$ cat config.mk
export PLATFORM = sky130hd
export DESIGN_NAME = mfpo_front
export DESIGN_NICKNAME = d
export VERILOG_FILES = /design/src/rtl/mfpo_pkg.sv /design/src/rtl/mfpo_front.sv
export SDC_FILE = /design/constraint.sdc
export NUM_CORES = 1
export LEC_CHECK = 0
export ABC_AREA = 0
export BUFFER_PORTS_ARGS = -buffer_cell sky130_fd_sc_hd__buf_2
export CORE_MARGIN = 2
export CORE_UTILIZATION = 47
export DETAILED_ROUTE_END_ITERATION = 8
export PLACE_DENSITY = 0.89
export RECOVER_POWER = 100
export SLEW_MARGIN = 20
export SYNTH_ARGS = -nofsm -noshare
export SYNTH_HDL_FRONTEND = slang
export SYNTH_SLANG_ARGS = --single-unit
export TNS_END_PERCENT = 10
$ cat constraint.sdc
create_clock -name vclk -period 3.24
set_input_delay 0.324 -clock vclk [all_inputs]
set_output_delay 0.324 -clock vclk [all_outputs]
set_load 0.02 [all_outputs]
$ cat src/rtl/mfpo_pkg.sv
`timescale 1ns / 1ps

package mfpo_pkg;

  // Default geometry of the panel.
  localparam int BYTES_PER_ROW_DEF = 25;
  localparam int ROWS_DEF          = 96;
  localparam int WIDTH_PIXELS_DEF  = 200;
  localparam int QUEUE_DEPTH_DEF   = 2;

  // Command field widths, sized for the largest geometry the block supports.
  localparam int CMD_ADDR_W = 19;
  localparam int CMD_ROW_W  = 11;

  // Function codes of the input word. The last two are unassigned.
  typedef enum logic [2:0] {
    FN_SET_PIXEL,
    FN_CLEAR_PIXEL,
    FN_INVERT_RECT,
    FN_FILL,
    FN_INVERT_ALL,
    FN_READ_BYTE,
    FN_SPARE6,
    FN_SPARE7
  } func_t;

  // Status codes of the output word.
  localparam logic ST_DONE     = 1'b0;
  localparam logic ST_REJECTED = 1'b1;

  // What the back end does to each byte it walks over.
  typedef enum logic [2:0] {
    ACT_NONE,
    ACT_SET,
    ACT_CLR,
    ACT_FLIP,
    ACT_FILL,
    ACT_READ
  } act_t;

  // One classified operation: a walk over nrows rows of ncols+1 bytes each.
  typedef struct packed {
    act_t                  act;
    logic                  status;
    logic                  fill;
    logic [CMD_ADDR_W-1:0] start;
    logic [7:0]            ncols;
    logic [CMD_ROW_W-1:0]  nrows;
    logic [7:0]            lmask;
    logic [7:0]            rmask;
  } cmd_t;

endpackage

$ cat src/rtl/mfpo_front.sv
`timescale 1ns / 1ps

module mfpo_front import mfpo_pkg::*; #(
  parameter int BYTES_PER_ROW = BYTES_PER_ROW_DEF,
  parameter int ROWS          = ROWS_DEF,
  parameter int WIDTH_PIXELS  = WIDTH_PIXELS_DEF
) (
  input  logic        in_valid,
  output logic        in_stall,
  input  logic [2:0]  func,
  input  logic [7:0]  x,
  input  logic [6:0]  y,
  input  logic [7:0]  width,
  input  logic [6:0]  height,
  input  logic        fill_ones,
  input  logic [11:0] address,
  input  logic        busy,
  input  logic        queue_full,
  output logic        push,
  output cmd_t        cmd
);

  localparam int FRAME_BYTES = BYTES_PER_ROW * ROWS;
  localparam logic [11:0]           WIDTH_LIM = 12'(WIDTH_PIXELS);
  localparam logic [10:0]           ROW_LIM   = 11'(ROWS);
  localparam logic [CMD_ADDR_W-1:0] FRAME_LIM = CMD_ADDR_W'(FRAME_BYTES);
  localparam logic [7:0]            NCOLS_ALL = 8'(BYTES_PER_ROW - 1);

  logic [8:0]            x_end;
  logic [8:0]            x_last;
  logic [7:0]            y_end;
  logic                  px_bad;
  logic                  rect_bad;
  logic                  rect_empty;
  logic                  rd_bad;
  logic [CMD_ADDR_W-1:0] pixel_addr;

  assign x_end  = {1'b0, x} + {1'b0, width};
  assign x_last = x_end - 9'd1;
  assign y_end  = {1'b0, y} + {1'b0, height};

  assign px_bad     = ({4'b0, x} >= WIDTH_LIM) || ({4'b0, y} >= ROW_LIM);
  assign rect_bad   = ({3'b0, x_end} > WIDTH_LIM) || ({3'b0, y_end} > ROW_LIM);
  assign rect_empty = (width == 8'd0) || (height == 7'd0);
  assign rd_bad     = CMD_ADDR_W'(address) >= FRAME_LIM;

  // Byte that holds the left edge pixel: row start plus column byte.
  assign pixel_addr = CMD_ADDR_W'(y) * CMD_ADDR_W'(BYTES_PER_ROW) + CMD_ADDR_W'(x[7:3]);

  always_comb begin
    cmd.act    = ACT_NONE;
    cmd.status = ST_DONE;
    cmd.fill   = fill_ones;
    cmd.start  = pixel_addr;
    cmd.ncols  = 8'd0;
    cmd.nrows  = CMD_ROW_W'(1);
    cmd.lmask  = 8'h80 >> x[2:0];
    cmd.rmask  = 8'hFF;
    case (func)
      FN_SET_PIXEL: begin
        if (px_bad) begin
          cmd.status = ST_REJECTED;
        end else begin
          cmd.act = ACT_SET;
        end
      end
      FN_CLEAR_PIXEL: begin
        if (px_bad) begin
          cmd.status = ST_REJECTED;
        end else begin
          cmd.act = ACT_CLR;
        end
      end
      FN_INVERT_RECT: begin
        if (rect_bad) begin
          cmd.status = ST_REJECTED;
        end else if (!rect_empty) begin
          cmd.act   = ACT_FLIP;
          cmd.ncols = {2'b00, x_last[8:3]} - {3'b000, x[7:3]};
          cmd.nrows = CMD_ROW_W'(height);
          cmd.lmask = 8'hFF >> x[2:0];
          cmd.rmask = 8'hFF << (3'd7 - x_last[2:0]);
        end
      end
      FN_FILL: begin
        cmd.act   = ACT_FILL;
        cmd.start = '0;
        cmd.ncols = NCOLS_ALL;
        cmd.nrows = CMD_ROW_W'(ROWS);
        cmd.lmask = 8'hFF;
      end
      FN_INVERT_ALL: begin
        cmd.act   = ACT_FLIP;
        cmd.start = '0;
        cmd.ncols = NCOLS_ALL;
        cmd.nrows = CMD_ROW_W'(ROWS);
        cmd.lmask = 8'hFF;
      end
      FN_READ_BYTE: begin
        cmd.start = CMD_ADDR_W'(address);
        if (rd_bad) begin
          cmd.status = ST_REJECTED;
        end else begin
          cmd.act = ACT_READ;
        end
      end
      default: begin
        cmd.status = ST_REJECTED;
      end
    endcase
  end

  assign in_stall = busy || queue_full;
  assign push     = in_valid && !in_stall;

endmodule

* Word level (Yosys, flattened, before mapping)
Cells that the tools add are included.
Widths: inputs -> output; s select.
** Cells by class
- $add $sub $neg :: 6
- $mul :: 1
- Order comparisons :: 5
- Equal/unequal tests :: 5
- Shift-type cells :: 3
- Muxes and demuxes :: 15
- Reductions and logical operators :: 11
** Operators with widths (count)
- $mux 35 :: 2
- $pmux 27 s2 :: 1
- $pmux 13 s2 :: 1
- $pmux 3 s6 :: 1
- $shr 8x3->8 const A :: 2
- $add 12x5->13 :: 1
- $ge 12x12->1 const B :: 1
- $mul 7x5->12 const B :: 1
- $add 8x8->9 :: 1
- $gt 9x8->1 const B :: 1
- $sub 9x1->9 const B :: 1
- $add 7x7->8 :: 1
- $ge 8x8->1 const B :: 1
- $gt 8x7->1 const B :: 1
- $logic_not 8->1 :: 1
- $mux 8 :: 1
- $shl 8x3->8 const A :: 1
- $ge 7x7->1 const B :: 1
- $logic_not 7->1 :: 1
- $sub 6x5->7 :: 1
- $eq 3x2->1 const B :: 2
- $eq 3x3->1 const B :: 2
- $mux 3 :: 2
- $logic_or 1x1->1 :: 4
- 9 further kinds :: 14
** Storage, ports and cells
- Register bits after elaboration :: 0
- Input bits :: 49
- Output and inout bits :: 61
- Logic and storage cells :: 46

* Logic depth before layout (Yosys ltp)
Gate-level depths: netlist of run 1.
- Word-level depth :: 7
- Gate-level depth with buffers :: 14
- Depth with buffers taken out :: 14

* Worst setup path before layout of run 1
Ideal clock, no wire load.
- Kind :: in2out
- From :: in width[0]
- To :: out cmd[34] (netlist name)
- Arrival :: 3.652 ns
- Data required time :: 2.916 ns
- Path slack :: -0.736 ns
- Stages on the path :: 13
- Buffers on the path :: 1
- Cell sequence :: ha_1 inv_1 fa_1 xor2_1 and3_1 nor3b_1 xor2_1 ha_1 a21o_1 a21oi_1 nor2b_1 nor4_1 buf_4
** RTL lines
- from (decl) :: line mfpo_front.sv:13 : input logic [7:0] width,
- to (decl) :: line mfpo_front.sv:20 : output cmd_t cmd

==> impl_metrics.tcl, run 1 <==
set metrics [dict create \
    grt_pass1_wl_um 13500 \
    firstDrtPassIters 5 \
    grt-ovfl-total 0 \
    post_dp_cell_area_um2 3720 \
    drt_iter0_drc 147 \
    synthTopCellsByArea "ha_1, inv_1, fa_1, o21ai_0, xnor2_1" \
    die_y_um 80.9 \
    ir_drop_mv 0.194 \
    ioPinCount 110 \
    place_hpwl_um 7300 \
    synth.avg_cell_area_um2 7.20 \
    cp_top_family "adder cells" \
    synth-xor-area-share_pct 7.57 \
    use_met2_pct 48.2 \
    setup_viol 14 \
    final_max_slew_viol_count 0 \
    io_buffers 97 \
    post-route-min-period_ps 3600 \
    outcome "finished, violations left" \
    grt_max_degree 29 \
    ys_warn_count 0 \
    hold_violations 0 \
    yosys.area_share.adder_pct 34.1 \
    gp_congestion 0.975 \
    critical_path_class "primary input to primary output" \
    crit_required_ps 2920 \
    setup_slack_ps -355 \
    synth_top_family_by_area "adder cells" \
    synth_common_cells "ha_1, inv_1, nor2_1" \
    grt_pass1_vias 3128 \
    max_freq_ghz 0.278 \
    cp_slowest_cell "fa_1" \
    drive_gt1_share_pct 36.9 \
    fin_crit_sh_pct 111 \
    synth_top_cell_area_share_pct 28.4 \
    start_util_pct 49.5 \
    antenna_found_initial 0 \
    power_mw 1.20 \
    routed_wl_um 8890 \
    coreArea_um2 5610 \
    worstMarginPinSlew_ps 774 \
    clkbuf_count 0 \
    vias_per_cell 5.55 \
    synthMuxAreaShare_pct 0 \
    dieArea_um2 6540 \
    n_antenna_cell 0 \
    vias 3287 \
    cts_setup_buffers 0 \
    grt_use_met3_pct 1.78 \
    cap_violations 0 \
    synth_compound_area_share_pct 25.5 \
    yosysTopAreaCell "ha_1" \
    drc_errors 0 \
    fin_util_pct 69.3 \
    busiest_layer "met2" \
    crit_fanout 4 \
    rsz0062_at_grt "yes" \
    die_x_um 80.9 \
    leakagePower_nw 2.06 \
    rows 27 \
    max_stage_delay_ps 510 \
    use_met1_pct 30.3 \
    worstSetupEndpointType "primary output" \
    relSlewSlack_pct 48.2 \
    regArea_um2 0 \
    hp-class "primary input to primary output" \
    seq_cells 0 \
    ant_nets 0 \
    path_cells "buf_8, ha_4, inv_2, fa_1, fa_1, inv_2, ha_4, o21ai_2, nor2_2, o41a_1, a21oi_2, xnor2_2, nand2_2, a21oi_4, buf_6" \
    synth_cells 386 \
    crit_arrival_ps 3270 \
    ys_types 55 \
    syn2layout_area_growth_pct 39.8 \
    synth_simple_gate_area_share_pct 19.8 \
    synthMostInstantiatedCell "ha_1" \
    grt_usage_pct 25.3 \
    path_buf_inv 4 \
    fin_area_um2 3880 \
    critPathLaunchType "primary input" \
    whs_ps 648 \
    synth_area_um2 2780 \
    fin_nets 642 \
    wl_per_cell_um 15.0 \
    failed_checks "setup timing" \
    power_density_nw_per_um2 308 \
    yosysSeqAreaShare_pct 0 \
]
[placed cells by master, fill, tap and decap left out, types with 5 or more instances in the layout]
| master | Yosys | routed |
|---|---|---|
| o21ai_1 | 0 | 7 |
| or2_2 | 7 | 7 |
| xor2_1 | 9 | 6 |
| clkbuf_1 | 6 | 5 |
| buf_6 | 1 | 5 |
| conb_1 | 2 | 11 |
| a21o_1 | 8 | 8 |
| ha_1 | 63 | 58 |
| fa_1 | 8 | 6 |
| inv_1 | 51 | 47 |
| buf_4 | 14 | 55 |
| a22oi_1 | 9 | 9 |
| xnor2_1 | 15 | 12 |
| buf_2 | 0 | 80 |
| nand2_1 | 22 | 21 |
| o21ai_0 | 27 | 19 |
| nor3_1 | 6 | 6 |
| a21oi_1 | 20 | 14 |
| nand3_1 | 10 | 10 |
| nor2_1 | 33 | 32 |
| ha_4 | 0 | 5 |
[final timing paths]
| kind | slack (ps) | to | cells after the start | from |
|---|---|---|---|---|
| worst max-delay path | -360 | cmd[44] | 15 | y[1] |
| worst min-delay path | 650 | cmd[54] | 0 | fill_ones |
[per-layer routing]
layer  share of wire, %  routed length (um)
met3                6.4                 565
met1                 41                3640
met5                  0                   0
met4                2.3                 208
met2                 50                4470
[repair_timing]
item                                    in CTS  in global routing
endpoints found under the setup margin      21                 28
pin swaps                                   20                 20
resized for setup                           29                 20
hold buffers                                 0                  0
hold endpoints to repair                     0                  0
[final cells by class]
type,count,area (um^2)
Fill cell,450,1720
Multi-Input combinational cell,321,2660
Tap cell,72,90.1
Timing Repair Buffer,148,938
Inverter,51,191
[stage by stage]
| step | setup TNS, ps | setup slack (ps) | cells |
|---|---|---|---|
| after global placement | -2000 | -336 | 592 |
| after detailed placement | -3610 | -470 | 592 |
| after global routing | -4030 | -426 | 592 |
| final | -2260 | -355 | 592 |
| after floorplan | -280 | -104 | 395 |
| after CTS | -2340 | -301 | 592 |
[report_power, final]
part	total (mW)	internal [mW]	switching, mW
clock network	0	0	0
logic	1.20	0.555	0.642
registers	0	0	0
total	1.20	0.555	0.642
[logic make-up (layout without fill, tap and decap cells)]
family          after synthesis  after routing
buf+inv                      74            199
fa+ha+maj                    71             71
simple gates                110            110
other cells                   2             11
compound gates              105            105
xor+xnor                     24             24
Power figures use the tool's default switching activity.
==> run 2, diff against run 1 <==
Settings changed: CORE_UTILIZATION 47 to 50, PLACE_DENSITY 0.89 to 0.9.
Clock period 3.24 ns to 4.2 ns, I/O delays scaled along.
==> impl_metrics.tcl, run 2 (same netlist as run 1, synthesis figures left out) <==
set metrics [dict create \
    n_antenna_cell 0 \
    hp-class "primary input to primary output" \
    ir_drop_mv 0.117 \
    power_density_nw_per_um2 213 \
    drc_errors 0 \
    vias 3007 \
    antenna_found_initial 0 \
    grt-ovfl-total 0 \
    grt_max_degree 21 \
    cp_top_family "adder cells" \
    path_cells "buf_2, ha_1, inv_1, fa_1, fa_1, inv_1, ha_1, o21ai_0, nor2_1, o41a_1, a21oi_1, xnor2_1, nand2_1, a21oi_1, buf_2" \
    dieArea_um2 6170 \
    place_hpwl_um 6200 \
    outcome "finished, final reports clean" \
    die_y_um 78.5 \
    firstDrtPassIters 4 \
    drive_gt1_share_pct 17.0 \
    layout_commonest_cell "ha_1" \
    io_buffers 97 \
    syn2layout_area_growth_pct 15.6 \
    clkbuf_count 0 \
    gp_congestion 0.972 \
    rows 27 \
    tns_ps 0 \
    seq_cells 0 \
    regArea_um2 0 \
    ant_nets 0 \
    fin_crit_sh_pct 95.2 \
    max_stage_delay_ps 550 \
    grt_usage_pct 22.3 \
    worstMarginPinSlew_ps 744 \
    max_freq_ghz 0.250 \
    vias_per_cell 5.55 \
    fin_nets 592 \
    setup_viol 0 \
    cap_violations 0 \
    whs_ps 840 \
    start_util_pct 51.1 \
    worstSetupEndpointType "primary output" \
    grt_pass1_vias 2745 \
    post-route-min-period_ps 4000 \
    ioPinCount 110 \
    power_uw 684 \
    crit_required_ps 3780 \
    wl_per_cell_um 13.5 \
    relSlewSlack_pct 50.4 \
    crit_fanout 5 \
    cp_slowest_cell "fa_1" \
    critPathLaunchType "primary input" \
    die_x_um 78.5 \
    critical_path_class "primary input to primary output" \
    grt_pass1_wl_um 11800 \
    leakagePower_nw 1.67 \
    path_buf_inv 4 \
    postCtsHoldBufs 0 \
    routed_wl_um 7310 \
    coreArea_um2 5440 \
    hold_violations 0 \
    mostFrequentLayoutCells "ha_1, buf_2, inv_1" \
    drt_iter0_drc 121 \
    final_max_slew_viol_count 0 \
    crit_arrival_ps 3580 \
]
-- run 2: metrics by stage --
stage	worst slack, ps	cells	cell area [um^2]	util (%)
2_1_floorplan	31.8	395	2810	-
3_3_place_gp	257	542	3230	59.4
3_5_place_dp	134	542	3230	59.4
4_1_cts	116	542	3230	59.4
5_1_grt	-23.4	542	3210	59.1
6_report	202	542	3210	59.1
-- run 2: path summary, 6_finish.rpt --
check / from / slack (ps) / depth (start not counted) / endpoint
setup / recovery: y[1] / 200 / 15 / cmd[44]
hold / removal: fill_ones / 840 / 0 / cmd[54]
-- run 2: cell type report --
type	count	area [um^2]
tap	72	90.1
inverter	51	191
timing repair buffer	98	447
fill	510	2230
multi-input combinational	321	2480
-- run 2: power by group --
part | switching, mW | internal (mW)
logic | 0.413 | 0.271
clock network | 0 | 0
registers | 0 | 0
-- run 2: routing by layer --
layer	GRT usage, %	vias to the layer above	wire length, um
met4	3.86	0	74
met1	29.4	1348	3240
met2	40.2	147	3460
met5	0	-	0
li1	-	1504	-
met3	1.49	8	533
-- run 2: what timing repair did --
item,CTS,global route
setup buffers,0,0
resized for setup,0,4
endpoints found under the setup margin,0,4
