==> src/rtl/mfpo_pkg.sv <==
`timescale 1ns / 1ps

package mfpo_pkg;

  // Default geometry of the panel.
  localparam int BYTES_PER_ROW_DEF = 25;
  localparam int ROWS_DEF          = 96;
  localparam int WIDTH_PIXELS_DEF  = 200;
  localparam int QUEUE_DEPTH_DEF   = 2;

  // Command field widths, sized for the largest geometry the block supports.
  localparam int CMD_ADDR_W = 19;
  localparam int CMD_ROW_W  = 11;

  // Function codes of the input word. The last two are unassigned.
  typedef enum logic [2:0] {
    FN_SET_PIXEL,
    FN_CLEAR_PIXEL,
    FN_INVERT_RECT,
    FN_FILL,
    FN_INVERT_ALL,
    FN_READ_BYTE,
    FN_SPARE6,
    FN_SPARE7
  } func_t;

  // Status codes of the output word.
  localparam logic ST_DONE     = 1'b0;
  localparam logic ST_REJECTED = 1'b1;

  // What the back end does to each byte it walks over.
  typedef enum logic [2:0] {
    ACT_NONE,
    ACT_SET,
    ACT_CLR,
    ACT_FLIP,
    ACT_FILL,
    ACT_READ
  } act_t;

  // One classified operation: a walk over nrows rows of ncols+1 bytes each.
  typedef struct packed {
    act_t                  act;
    logic                  status;
    logic                  fill;
    logic [CMD_ADDR_W-1:0] start;
    logic [7:0]            ncols;
    logic [CMD_ROW_W-1:0]  nrows;
    logic [7:0]            lmask;
    logic [7:0]            rmask;
  } cmd_t;

endpackage

==> src/rtl/mfpo_cmd_fifo.sv <==
`timescale 1ns / 1ps

module mfpo_cmd_fifo import mfpo_pkg::*; #(
  parameter int DEPTH = QUEUE_DEPTH_DEF
) (
  input  logic clk,
  input  logic rst,
  input  logic push,
  input  cmd_t push_cmd,
  output logic full,
  input  logic pop,
  output cmd_t head,
  output logic empty
);

  localparam int PTR_W = (DEPTH > 1) ? $clog2(DEPTH) : 1;
  localparam int CNT_W = $clog2(DEPTH + 1);
  localparam logic [PTR_W-1:0] PTR_LAST = PTR_W'(DEPTH - 1);

  cmd_t             store [DEPTH];
  logic [PTR_W-1:0] wr_ptr;
  logic [PTR_W-1:0] rd_ptr;
  logic [CNT_W-1:0] count;

  assign full  = count == CNT_W'(DEPTH);
  assign empty = count == '0;
  assign head  = store[rd_ptr];

  always_ff @(posedge clk) begin
    if (rst) begin
      wr_ptr <= '0;
      rd_ptr <= '0;
      count  <= '0;
    end else begin
      if (push) begin
        store[wr_ptr] <= push_cmd;
        wr_ptr        <= (wr_ptr == PTR_LAST) ? '0 : wr_ptr + PTR_W'(1);
      end
      if (pop) begin
        rd_ptr <= (rd_ptr == PTR_LAST) ? '0 : rd_ptr + PTR_W'(1);
      end
      if (push && !pop) begin
        count <= count + CNT_W'(1);
      end else if (pop && !push) begin
        count <= count - CNT_W'(1);
      end
    end
  end

endmodule

==> config.mk <==
export PLATFORM = sky130hd
export DESIGN_NAME = mfpo_cmd_fifo
export DESIGN_NICKNAME = d
export VERILOG_FILES = /design/src/rtl/mfpo_pkg.sv /design/src/rtl/mfpo_cmd_fifo.sv
export SDC_FILE = /design/constraint.sdc
export NUM_CORES = 1
export LEC_CHECK = 0
export BUFFER_PORTS_ARGS = -buffer_cell sky130_fd_sc_hd__buf_2
export CAP_MARGIN = 20
export CELL_PAD_IN_SITES_DETAIL_PLACEMENT = 0
export CELL_PAD_IN_SITES_GLOBAL_PLACEMENT = 1
export CORE_ASPECT_RATIO = 1.75
export CORE_MARGIN = 10
export CORE_UTILIZATION = 39
export DETAILED_ROUTE_END_ITERATION = 6
export GPL_TIMING_DRIVEN = 0
export PLACE_DENSITY = 0.74
export SYNTH_ARGS = -nofsm -noshare
export SYNTH_HDL_FRONTEND = slang
export SYNTH_SLANG_ARGS = --single-unit
==> constraint.sdc <==
create_clock -name clk -period 5.65 [get_ports clk]
set_clock_uncertainty 0.2 [all_clocks]
set_input_delay 0.565 -clock clk [delete_from_list [all_inputs] [get_ports clk]]
set_output_delay 0.565 -clock clk [all_outputs]
set_load 0.02 [all_outputs]
# Yosys cells after proc, flatten, opt, wreduce, memory -nomap -nowiden
# Memories as Yosys holds them, arrays and structs flattened. A register that Yosys moved wholly into a read port is not among the register bits.
# Index checks and enable logic that the tools add are counted.
[word_totals] ff_bits=4 mem_bits_rw=118 input_bits=63 output_inout_bits=61 elab_cells=24 mem_count=1
[memory_table] memory="store" depth=2 width=59 rd=1 rd_ports_with_merged_regs=1 write_ports=1 line_no="mfpo_cmd_fifo.sv:20" source="cmd_t store [DEPTH];"
[op_classes] addsub=4 eq_ne=1 muxes=9 reduce_logical=6
[ops] operator="two-way mux 1 bit" n=7
[ops] operator="two-way mux 2 bit" n=2
[ops] operator="adder 1 bit (second input constant)" n=2
[ops] operator="adder 2 x 1 -> 2 bit (second input constant)" n=1
[ops] operator="equality test 2 bit (second input constant)" n=1
[ops] operator="logical AND 1 bit" n=2
[ops] operator="zero test 1 bit" n=2
[ops] operator="zero test 2 bit" n=1
[ops] operator="nonzero test 2 bit" n=1
[ops] operator="subtractor 2 x 1 -> 2 bit (second input constant)" n=1

# Longest topological paths before layout
# Gate-level depths: netlist (run 1).
[depth] word_depth=4 depth_mapped=5 depth_no_buf=5

# Worst setup path after synthesis (run 1)
# Ideal clock, no wire load.
[synth_timing] path_type="input port to flip-flop" start="input rst" end="memory store[0][0] (netlist bit) (enable)" setup_time_ns=0.560 arrival_ns=4.863 required_time_ns=4.890 slack_ns=0.026 cell_stages=1 path_buffers=0 path_cell_list="nor3b_1"
[synth_via] elab_chain_cells=2
[synth_rtl] element="start, declared" line_no="mfpo_cmd_fifo.sv:7" source="input logic rst,"
[synth_rtl] element="two-way mux 1 bit" line_no="mfpo_cmd_fifo.sv:30" source="if (rst) begin"
[synth_rtl] element="two-way mux 1 bit (implied by the code)" line_no="mfpo_cmd_fifo.sv:36" source="store[wr_ptr] <= push_cmd;"
[synth_rtl] element="end, declared" line_no="mfpo_cmd_fifo.sv:20"
# Every way passes these cells.

==> results.txt, run 1 <==
The analysis attributes to net switching a power of 0.525 mW. The flip-flop and latch count after synthesis is 123, and the internal power of the cells is 1.75 mW. The worst setup path is of the reg -> out kind. Data on the critical path is required at its endpoint by 4.89 ns.

The leading cell type in the layout, fill and taps excluded is buf_2. The number of buffers inserted during clock tree synthesis was 17. The library cells used most frequently in the layout, excluding fill and tap cells, are buf_2 (127), edfxtp_1 (118), mux2_2 (49). The final net count was 418; the count of mapped cells out of synthesis was 206. The netlist uses 18 different library cells.

The leakage power of the design is 2.26 nW, and the number of sinks driven by the clock tree is 123. In the routed design, unresolved DRC markers number 0. Overall power consumption after layout is estimated at 2.27 mW. In this run the tightest slew margin relative to its limit is 40.3%.

Of the total power, the share spent switching nets is 23.1%. The run finished with clean final reports. Yosys mapped a number of flops with a built-in enable equal to 118. Yosys printed 0 warnings. Once detailed placement completed, the half-perimeter wirelength came to 6.70 mm. Routability-driven placement finished with a final weighted congestion of 0.701.

Once layout is complete, the cells apart from fillers number 501. For the die footprint, the log shows 0.0164 mm². Setup violations remaining at the end of the flow were counted as 0. CTS placed an instance of clkbuf_16 at the clock tree root. The number of slew-limit violations in the final report was 0; the signal arrival time at the worst endpoint was 1.63 ns.

The total count of hold-check failures in the final report came out at 0. After synthesis, the share of flip-flops with an asynchronous set or reset is 0%. Yosys attributes the largest share of cell area to edfxtp_1 (79%), mux2_2 (12%), mux2_4 (3.3%), dfxtp_1 (2.2%), buf_6 (0.50%).

The average cell area after synthesis came out at 21.9 µm². The insertion delay of the later-clocked pin in the worst-skew pair was 0.40 ns; the largest stage delay on the critical path was 0.32 ns. Setup repair after global routing left no endpoint under its margin. The number of antenna violations at the first check in global routing is 3. Once the floorplan was initialized, standard cells occupied 40.2% of the core. After detailed routing, the total wire length is 9.11 mm. The tools report the type of element capturing the critical path as an output port. The worst path uses 42.4% of the clock period. The top-level port count was 124; the buffers plus inverters on the worst setup path was 4. The max-capacitance violation count was 0; the combined global-route utilization of all metal layers was 11.3%. The largest area contributor in the netlist was edfxtp_1.

The CTS H-tree depth came out at 4. The length of the first detailed-routing pass in iterations is 4. In the final routed layout, each cell accounts on average for 18.2 µm.

Once detail routing completed, the nets flagged for antenna violations numbered 0. The number of hold buffers added after CTS was 0. Broken down by cell family, the worst path's largest delay share belongs to buffers and inverters. Of all nets on the critical path, the largest fanout is 10.

Cells fill 52.8% of the core in the end. Row generation in the floorplan step produced 51 rows. The run gives 270 as the synthesized net count.

The floorplan core area is 0.0112 mm², and the global-route wire length before repair is 13.9 mm. The synthesized netlist occupies a cell area of 0.00451 mm². TritonCTS built the clock tree. The total power density per cell area came out at 383 mW/mm². The number of fill cells came out at 955.

Standard cell with the maximum stage delay on the critical path: dfxtp_1. Path class of the lowest-slack min-delay path: in -> reg. From left edge to right edge, the die measures 101 µm. The final critical-path required period was 2.39 ns; the register clock-pin slew on the reported worst setup and hold paths was 0.06 ns. Buffers added to address setup during post-CTS repair amount to 0. The via count of the first global-routing pass is 2638, and the post-cts repair resize count is 0.

From synthesis to final layout, the design area changed by 31.4%. In the routed layout, each cell is associated on average with a via count of 4.60. The tools report the slack of the critical path as 3.26 ns. The tools report the type of element launching the critical path as a register. Sequential share of power: 46.3%.

The signal on the critical path passes through buf_6, buf_6, buf_8, mux2_4, buf_2. The most numerous cell type found on the critical path is buf_6. At the pin with the least slew margin, the transition time is 0.891 ns. The fmax is 418 MHz. The total overflow left after global routing is 0. The tools report the proportion of synthesized chip area in sequential cells as 80.8%.

The share of total power dissipated in the clock network is 43.4%. The tools report the worst slack at placement as 3.10 ns. After detailed placement, the design holds a cell count of 467. In this run the tool buffered the top-level ports with 123 buffer cells.

The die is 162 µm tall. The tools report the detailed-route via count as 2307. The area fraction of the dominant cell type after synthesis works out to 78.5%.

Entering global routing, the biggest net connects 35 pins. The dominant register cell in the synthesized netlist is edfxtp_1. In this run, the number of DRC markers left after iteration 0 of detailed routing was 94.

No sink is reached through more buffers than the 2 on the longest clock path. The worst ir drop on vdd was 0.000220 V. The post-route netlist has 61.9% of its cells at a drive strength greater than 1. For the power share of the combinational group, the log shows 10.3%.
[layout make-up]
class	count	area, µm²	share of cell area (%)
inverters	1	3.75	0.0633
clock buffers	18	429	7.24
multi-input cells	75	813	13.7
well taps	132	165	2.79
repair buffers	129	688	11.6
plain buffers	7	57.6	0.971
flip-flops and latches	123	3640	61.5
clock inverters	14	123	2.07
diodes	2	5.00	0.0844
[cell families after synthesis]
kind of cell	synth area share, %
fa+ha+maj	0.277
flops	80.8
buf+inv	1.36
compound gates	0.222
xor+xnor	0.777
simple gates	1.05
mux	15.6
[final timing paths]
kind,from,endpoint,slack [ns],depth (start not counted)
max,register,head[31],3.26,5
min,push_cmd[54],store[0][54],0.14,1
max reg2reg,wr_ptr,store[0][50],3.53,3
min reg2reg,count[1],count[1],0.30,2
[worst register-to-register path, cell delays in order (launching register included)]
cell     delay (ns)
dfxtp_1        0.34
nor3b_2        0.75
buf_4          0.35
buf_6          0.19
[metal layers]
layer	share of wire (%)	vias up	global-route usage, %	routed length [µm]
met1	35	1100	10.9	3170
li1	-	1110	-	-
met2	55	76	19.6	5040
met5	0.077	-	0	7
met4	2.5	2	6.55	224
met3	7.2	19	4.46	660
[state kept, by name, summed over array words and instances, names as in the netlist, named ones only]
| register | cells |
|---|---|
| count | 2 |
| rd_ptr | 1 |
| store | 118 |
| wr_ptr | 1 |
[power groups by stage]
stage / sequential, mW / clock [mW] / combinational [mW]
2_1_floorplan: 1.07 / 0 / 0.147
3_3_place_gp: 1.07 / 0 / 0.230
3_5_place_dp: 1.07 / 0 / 0.241
4_1_cts: 1.05 / 1.01 / 0.242
5_1_grt: 1.05 / 1.05 / 0.254
6_report: 1.05 / 0.987 / 0.235
[synth_stat cells, types with 2 or more instances]
cell type,n
mux2_4,10
buf_6,2
xor2_1,2
mux2_2,49
xnor2_1,2
nor2_1,5
dfxtp_1,5
edfxtp_1,118
buf_2,4
[through the flow]
step	TNS, ns	area, µm²	hold slack (ns)
2_1_floorplan	0	4510	0.261
3_3_place_gp	-149.47	5290	0.291
3_5_place_dp	0	5370	0.298
4_1_cts	0	5920	0.125
5_1_grt	0	5930	0.130
6_report	0	5930	0.144
(Power assumes the default switching activity.)
==> inputs of run 2 (changes only) <==
==> constraint.sdc (replaced) <==
create_clock -name clk -period 1.9 [get_ports clk]
set_clock_uncertainty 0.2 [all_clocks]
set_input_delay 0.19 -clock clk [delete_from_list [all_inputs] [get_ports clk]]
set_output_delay 0.19 -clock clk [all_outputs]
set_load 0.02 [all_outputs]
==> run 2 against run 1 <==
  * The flow now finishes with violations (setup timing)
  * Largest cell class unchanged
  * First-iteration DRC count increased by 32%
  * Sequential cell count unchanged
  * Largest power group unchanged
  * Routed wire length increased by 11%
  * Non-clock buffer count increased by 65
  * Clock power increased to 2.8 times the previous value
  * Setup slack got worse by 3.3 ns
  * Total power rose to 3.0 times the previous value
  * Register-to-register slack worse by 3.3 ns
  * Final area grew 15%
  * Sequential power grew to 3.0 times the previous value
  * Clock-buffer cell count down 1
  * Via count rose by 11%
==> results.txt, run 2 (synthesis results as in run 1) <==
The run finished, with violations left. The checks that failed: setup timing. The register clock-pin slew on the reported worst setup and hold paths works out to 0.05 ns. For this run, global-route usage on met1 was measured as 12.0%. Once placement completed, the tool counted placed cells totaling 465. The run gives 0.0985 ns as the worst slack on hold paths. The width of the chip was 101 µm; the number of slew-limit violations in the final report was 0. The largest registers in the layout are store x118, count x2. The leading cell type in the layout, fill and taps excluded was edfxtp_1. For the pin with the worst max-slew slack, the measured transition is 0.513 ns. For this design the top-level I/O count stands at 124.

STA puts the critical path data required time at 1.51 ns. The core region is 0.0112 mm². The via density per instance came out at 4.55. The final critical-path required period was 1.90 ns. Maximum clock insertion buffer count: 2. More flip-flops sit in one register than any other, and that register is store.

Of the cells placed in the final design, the portion with a size suffix greater than 1 is 53.7%. Total power: 6.85 mW. The run gives 65.8% as the relative slew slack.

The number of buffer cells added on primary ports came out at 123. The worst setup path is captured at an output port. The number of fill cells is 844, and the total power density per cell area is 1000 mW/mm². The finished layout holds 564 standard cells, fillers aside. For this run, the top clock speed supported by timing is 526 MHz. The worst hold path begins at push. In the routed design, unresolved DRC markers number 0.

At the later pin of the worst-skew pair, clock insertion delay measures 0.39 ns. Global routing finished with a remaining overflow of 0. The worst setup path is launched from a register. The pin count of the biggest net entering global routing is 32. The final net count is 483. Setup repair after global routing could not meet its margin everywhere.

The number of antenna violations at the first check in global routing is 0. In this run the remaining antenna-violating nets after routing total 0. The worst ir drop on vdd is 0.000652 V, and the total placed instance area is 0.00540 mm². The number of DRC markers in iteration 0 is 124, and the length of the first detailed-routing pass in iterations is 4. After detailed routing, the average wire length per cell comes to 17.8 µm. The total count of hold-check failures in the final report is 0, and the leakage power of the design is 2.62 nW.

The die covers 0.0164 mm². The worst register-to-register path begins at wr_ptr. Clock tree synthesis selected as its root buffer the cell clkbuf_16.

The number of failing setup endpoints in the final timing report was 1. Along the worst path, the maximum fanout reaches 6. Across all layers, the routed design uses 2568 vias.

The run gives 0 as the max-capacitance violation count. For the global-route met2 utilization, the log shows 23.0%. For the setup TNS, the log shows -0.000418 ns. The global-route wire length before repair was 15.7 mm; the via count of the first global-routing pass was 3003.

From synthesis to final layout, the design area changed by 51.0%. The part of the cycle the worst path needs works out to 100%. After global routing, the most crowded layer is met2.

The repair_antennas step left the layout with diodes totalling 0. The slack of the critical path is -0.000418 ns, and the number of flip-flops under the largest register name is 118. The worst setup path is of the reg -> out kind.

Starting utilization of the core area: 40.2%. The initialized floorplan defines 51 standard-cell rows. For this run, the total global-route usage over all layers was measured as 12.6%.

The run gives 10.1 mm as the total wirelength of the detailed-routed design. The finished cells cover 0.00681 mm². Final weighted congestion in routability-driven placement: 0.688. In this run the vertical extent of the chip is 162 µm. The worst hold path belongs to the class in -> reg. After legalization and detailed placement, the total HPWL measured 6.74 mm. TritonCTS built the clock tree. The library cells used most frequently in the layout, excluding fill and tap cells, are edfxtp_1 (118), buf_2 (104), dlygate4sd3_1 (62). The signal arrival time at the worst endpoint was 1.51 ns. Counting every sink on the clock net gives 123. The global-route track usage on met3 is 4.38%, and the CTS H-tree depth is 4.

Clock tree synthesis inserted a total of 17 buffers.
==> run 2: cell count changes in the layout (fill, tap and decap cells not counted), sizes merged <==
cell,previous run,this run
dlygate4sd3,0,62
clkinvlp,4,6
clkinv,6,7
inv,4,3
diode,2,0
buf,136,139
clkbuf,18,17
bufinv,1,0
==> run 2: power by group <==
part           internal, mW  leakage [nW]  switching, mW
combinational         0.488          1.25          0.438
clock                  1.65         0.243           1.13
sequential             3.10          1.13         0.0389
total                  5.24          2.62           1.61
==> run 2: per-layer routing <==
| metal | wire (µm) | share of wire, % |
|---|---|---|
| met5 | 0 | 0 |
| met4 | 200 | 2.0 |
| met3 | 578 | 5.7 |
| met2 | 5840 | 58 |
| met1 | 3450 | 34 |
==> run 2: final timing paths <==
path	cells after the start	slack [ns]	endpoint
setup / recovery	4	-0.0004	head[45]
hold / removal	4	0.1	count[0]
hold reg to reg	2	0.33	count[1]
setup reg to reg	2	0.19	store[1][26]
==> run 2: cell type report <==
class | instances | area (µm²) | area share [%]
plain buffers | 6 | 85.1 | 1.25
clock buffers | 17 | 425 | 6.24
clock inverters | 15 | 103 | 1.51
inverters | 1 | 3.75 | 0.0551
multi-input cells | 75 | 848 | 12.5
flip-flops and latches | 123 | 3650 | 53.6
well taps | 132 | 165 | 2.42
repair buffers | 195 | 1530 | 22.5
==> run 2: through the flow <==
stage | setup slack, ns | util (%)
detailed placement | -0.286 | 48.1
floorplan | -0.584 | -
finish | -0.000418 | 60.7
CTS | -0.0345 | 60.1
global route | -0.0540 | 60.7
global placement | -1.45 | 47.2
==> run 2: repair_timing <==
item / in CTS / in global routing
gates resized for setup: 43 / 20
buffers inserted: 5 / 0
pin swaps: 1 / 0
hold buffers: 62 / 0
endpoints found under the setup margin: 134 / 53
endpoints found under the hold margin: 123 / 0
gates cloned: 1 / 0
==> run 2: worst max-delay path, cell delays in order (launching register included) <==
cell,delay [ns]
dfxtp_4,0.40
buf_12,0.14
buf_8,0.13
mux2_4,0.31
buf_6,0.13
==> inputs of run 3 (changes only) <==
--- a/config.mk
+++ b/config.mk
@@ -10,11 +10,12 @@
 export CELL_PAD_IN_SITES_DETAIL_PLACEMENT = 0
 export CELL_PAD_IN_SITES_GLOBAL_PLACEMENT = 1
 export CORE_ASPECT_RATIO = 1.75
-export CORE_MARGIN = 10
+export CORE_MARGIN = 5
 export CORE_UTILIZATION = 39
 export DETAILED_ROUTE_END_ITERATION = 6
 export GPL_TIMING_DRIVEN = 0
 export PLACE_DENSITY = 0.74
+export SKIP_LAST_GASP = 1
 export SYNTH_ARGS = -nofsm -noshare
 export SYNTH_HDL_FRONTEND = slang
 export SYNTH_SLANG_ARGS = --single-unit
==> run 3 against run 2 <==
  * The flow still finishes with violations (setup timing)
  * Setup slack worse by 0.060 ns
  * Routed wire length down 5.2%
  * Sequential share of layout area up 0.24 points
  * Register-to-register slack better by 0.04 ns
  * Combinational power down 2%
  * Non-clock buffer count up 1
  * Sequential power about the same
==> results.txt, run 3 (synthesis results as in run 1) <==
The smallest clock period supported by the final layout is computed as 1.96 ns. The clock drives 123 sinks. Setup violations remaining at the end of the flow were counted as 6.

Across the run, the number of max-cap violations was 0. The final route contains 2626 vias. The leading cell type in the layout, fill and taps excluded is edfxtp_1. The routed wire length per instance works out to 16.8 µm. Die footprint: 0.0139 mm².

Broken down by cell family, the worst path's largest delay share belongs to buffers and inverters. In this run the tool buffered the top-level ports with 123 buffer cells. The tools report the fmax as 510 MHz. Dividing total power by cell area gives a power density of 1020 mW/mm². The largest registers in the layout are store x118, count x2. For the setup TNS, the log shows -0.305 ns. Global routing finished with a remaining overflow of 0.

The H-tree was split into 4 levels. The part of the cycle the worst path needs came out at 103%. The die is 152 µm tall.

The worst hold path passes through 3 cells. After clock tree synthesis, the clock-pin slew on the worst setup and hold paths is 0.05 ns. In this run the tightest slew margin relative to its limit is 70.5%. Fill cells in the final layout number 880. Buffers inserted during clock tree synthesis total 17.

The critical path goes through buf_12, buf_12, buf_12, mux2_4, buf_6. Root buffer cell: clkbuf_16. The half-perimeter wire length after detailed placement came out at 6.17 mm. The run gives 1.57 ns as the signal arrival time at the worst endpoint. The checks that failed: setup timing. VDD sags by at most 0.000597 V. For the number of instances in the placed design, the log shows 468. Of the cells placed in the final design, the portion with a size suffix greater than 1 is 53.3%. Using the TritonRoute via totals, the vias-per-cell ratio works out to 4.62. The total wirelength of the detailed-routed design was 9.55 mm.

At the pin with the least slew margin, the transition time is 0.442 ns. The run gives 0 as the antenna diode count. The number of cells on the worst reg-to-reg path is 2.

The number of standard-cell rows in the floorplan was 52. In this run the deepest clock path goes through 2 buffers. Along the worst path, the maximum fanout reaches 5. In this run the remaining antenna-violating nets after routing total 0.

The most prevalent standard cell on the critical path was buf_12. The count of cells in the finished layout, fillers not included, comes to 568. The run gives 0 as the number of slew-limit violations in the final report. For the insertion delay of the later-clocked pin in the worst-skew pair, the log shows 0.39 ns. For this configuration, the core starts out at a cell density of 39.4%. Once layout is complete, the utilization of the core stands at 59.2%. The run gives -0.0600 ns as the worst slack at placement. The number of flip-flops under the largest register name was 118; the largest stage delay on the critical path was 0.36 ns. For this run, design rule violations remaining after detail routing come to 0. The length of the first detailed-routing pass in iterations came out at 4.

STA classifies the critical path endpoint as an output port. The number of antenna violations at the first check in global routing came out at 0. The tools report the type of element launching the critical path as a register. The top-level port count is 124. The logs give 82 for the number of DRC markers in iteration 0 and 2954 for the via count of the first global-routing pass. After the last flow step, the layout net total stands at 484.

Ranked by flip-flop count, first place goes to store. The standard cell with the maximum stage delay on the critical path was dfxtp_4. In this run the worst hold path is classified as in -> reg. The tools report the total count of hold-check failures in the final report as 0.

The slack of the critical path was -0.0604 ns. The critical path contains buffers and inverters numbering 4 combined. TritonCTS built the clock tree.

The area growth from synthesis to layout works out to 50.3%. Global routing consumed, over all layers together, 14.0% of the routing resources. Classification of the worst setup path: reg -> out. In the final routing, the length of wire on met1 measures 3.32 mm. Pin count of the biggest net entering global routing: 38. The tools report the met2 wirelength from detailed routing as 5.67 mm. From left edge to right edge, the die measures 91.3 µm. Required time of the critical path: 1.51 ns. The top layer used by detailed routing was met4. The floorplan core area was 0.0115 mm²; the cell count along the critical path was 5. The first global-routing pass estimated 15.0 mm of wire.

For the total length of routed met3 wires, the log shows 363 µm. The run finished, with violations left. In this run the static leakage power is 2.62 nW.

Final weighted congestion in routability-driven placement: 0.670. Setup repair after global routing could not meet its margin everywhere. In the layout the commonest cells are edfxtp_1 (118), buf_2 (105), dlygate4sd3_1 (62).
run 3: cell count changes in the layout (fill, tap and decap cells not counted), sizes merged:
cell      delta
buf          +1
clkinv       +3
clkinvlp     -3
inv          -2
bufinv       +1
clkbuf       +1
run 3: power by group:
group          internal (mW)  switching (mW)
Clock                   1.77            1.08
Sequential              3.10          0.0378
Combinational          0.474           0.432
run 3: per-stage QoR:
stage                     cell area [µm²]  power [mW]  hold WS (ns)
after global placement               5310        3.86         0.179
after floorplan                      4530        3.62        0.0550
after detailed placement             5390        3.90         0.181
after global routing                 6780        7.14        0.0765
after CTS                            6800        6.99        0.0625
final                                6780        6.90        0.0801
run 3: timing repair:
action                                 in CTS  in global routing
pin swaps                                   1                  0
cloned                                      1                  0
hold buffers                               62                  0
buffers inserted                            7                  0
endpoints found under the hold margin     123                  0
setup endpoints to repair                  77                 59
resized for setup                          50                  4
run 3: layout make-up:
class                      instances  area (µm²)  area share [%]
buffer                             6        70.1            1.03
tap                              135         169            2.49
timing repair buffer             196        1510            22.3
clock inverter                    14         106            1.57
multi-input combinational         75         845            12.5
clock buffer                      18         429            6.33
inverter                           1        3.75          0.0553
sequential                       123        3650            53.8
run 3: path summary, 6_finish.rpt:
check / slack (ns) / to / start
max: -0.06 / head[30] / register
min: 0.08 / store[0][0] / rst
max reg2reg: 0.23 / store[1][53] / wr_ptr
min reg2reg: 0.33 / register / rd_ptr
run 3: tightest hold or removal path, stage by stage:
cell	delay, ns
buf_2	0.13
nor3b_4	0.05
buf_4	0.14
run 3: per-layer routing:
| layer | vias to the layer above | GRT usage [%] |
|---|---|---|
| met2 | 69 | 26.5 |
| met3 | 14 | 3.41 |
| met4 | 0 | 6.85 |
| met5 | - | 0 |
| li1 | 1242 | - |
| met1 | 1301 | 13.7 |
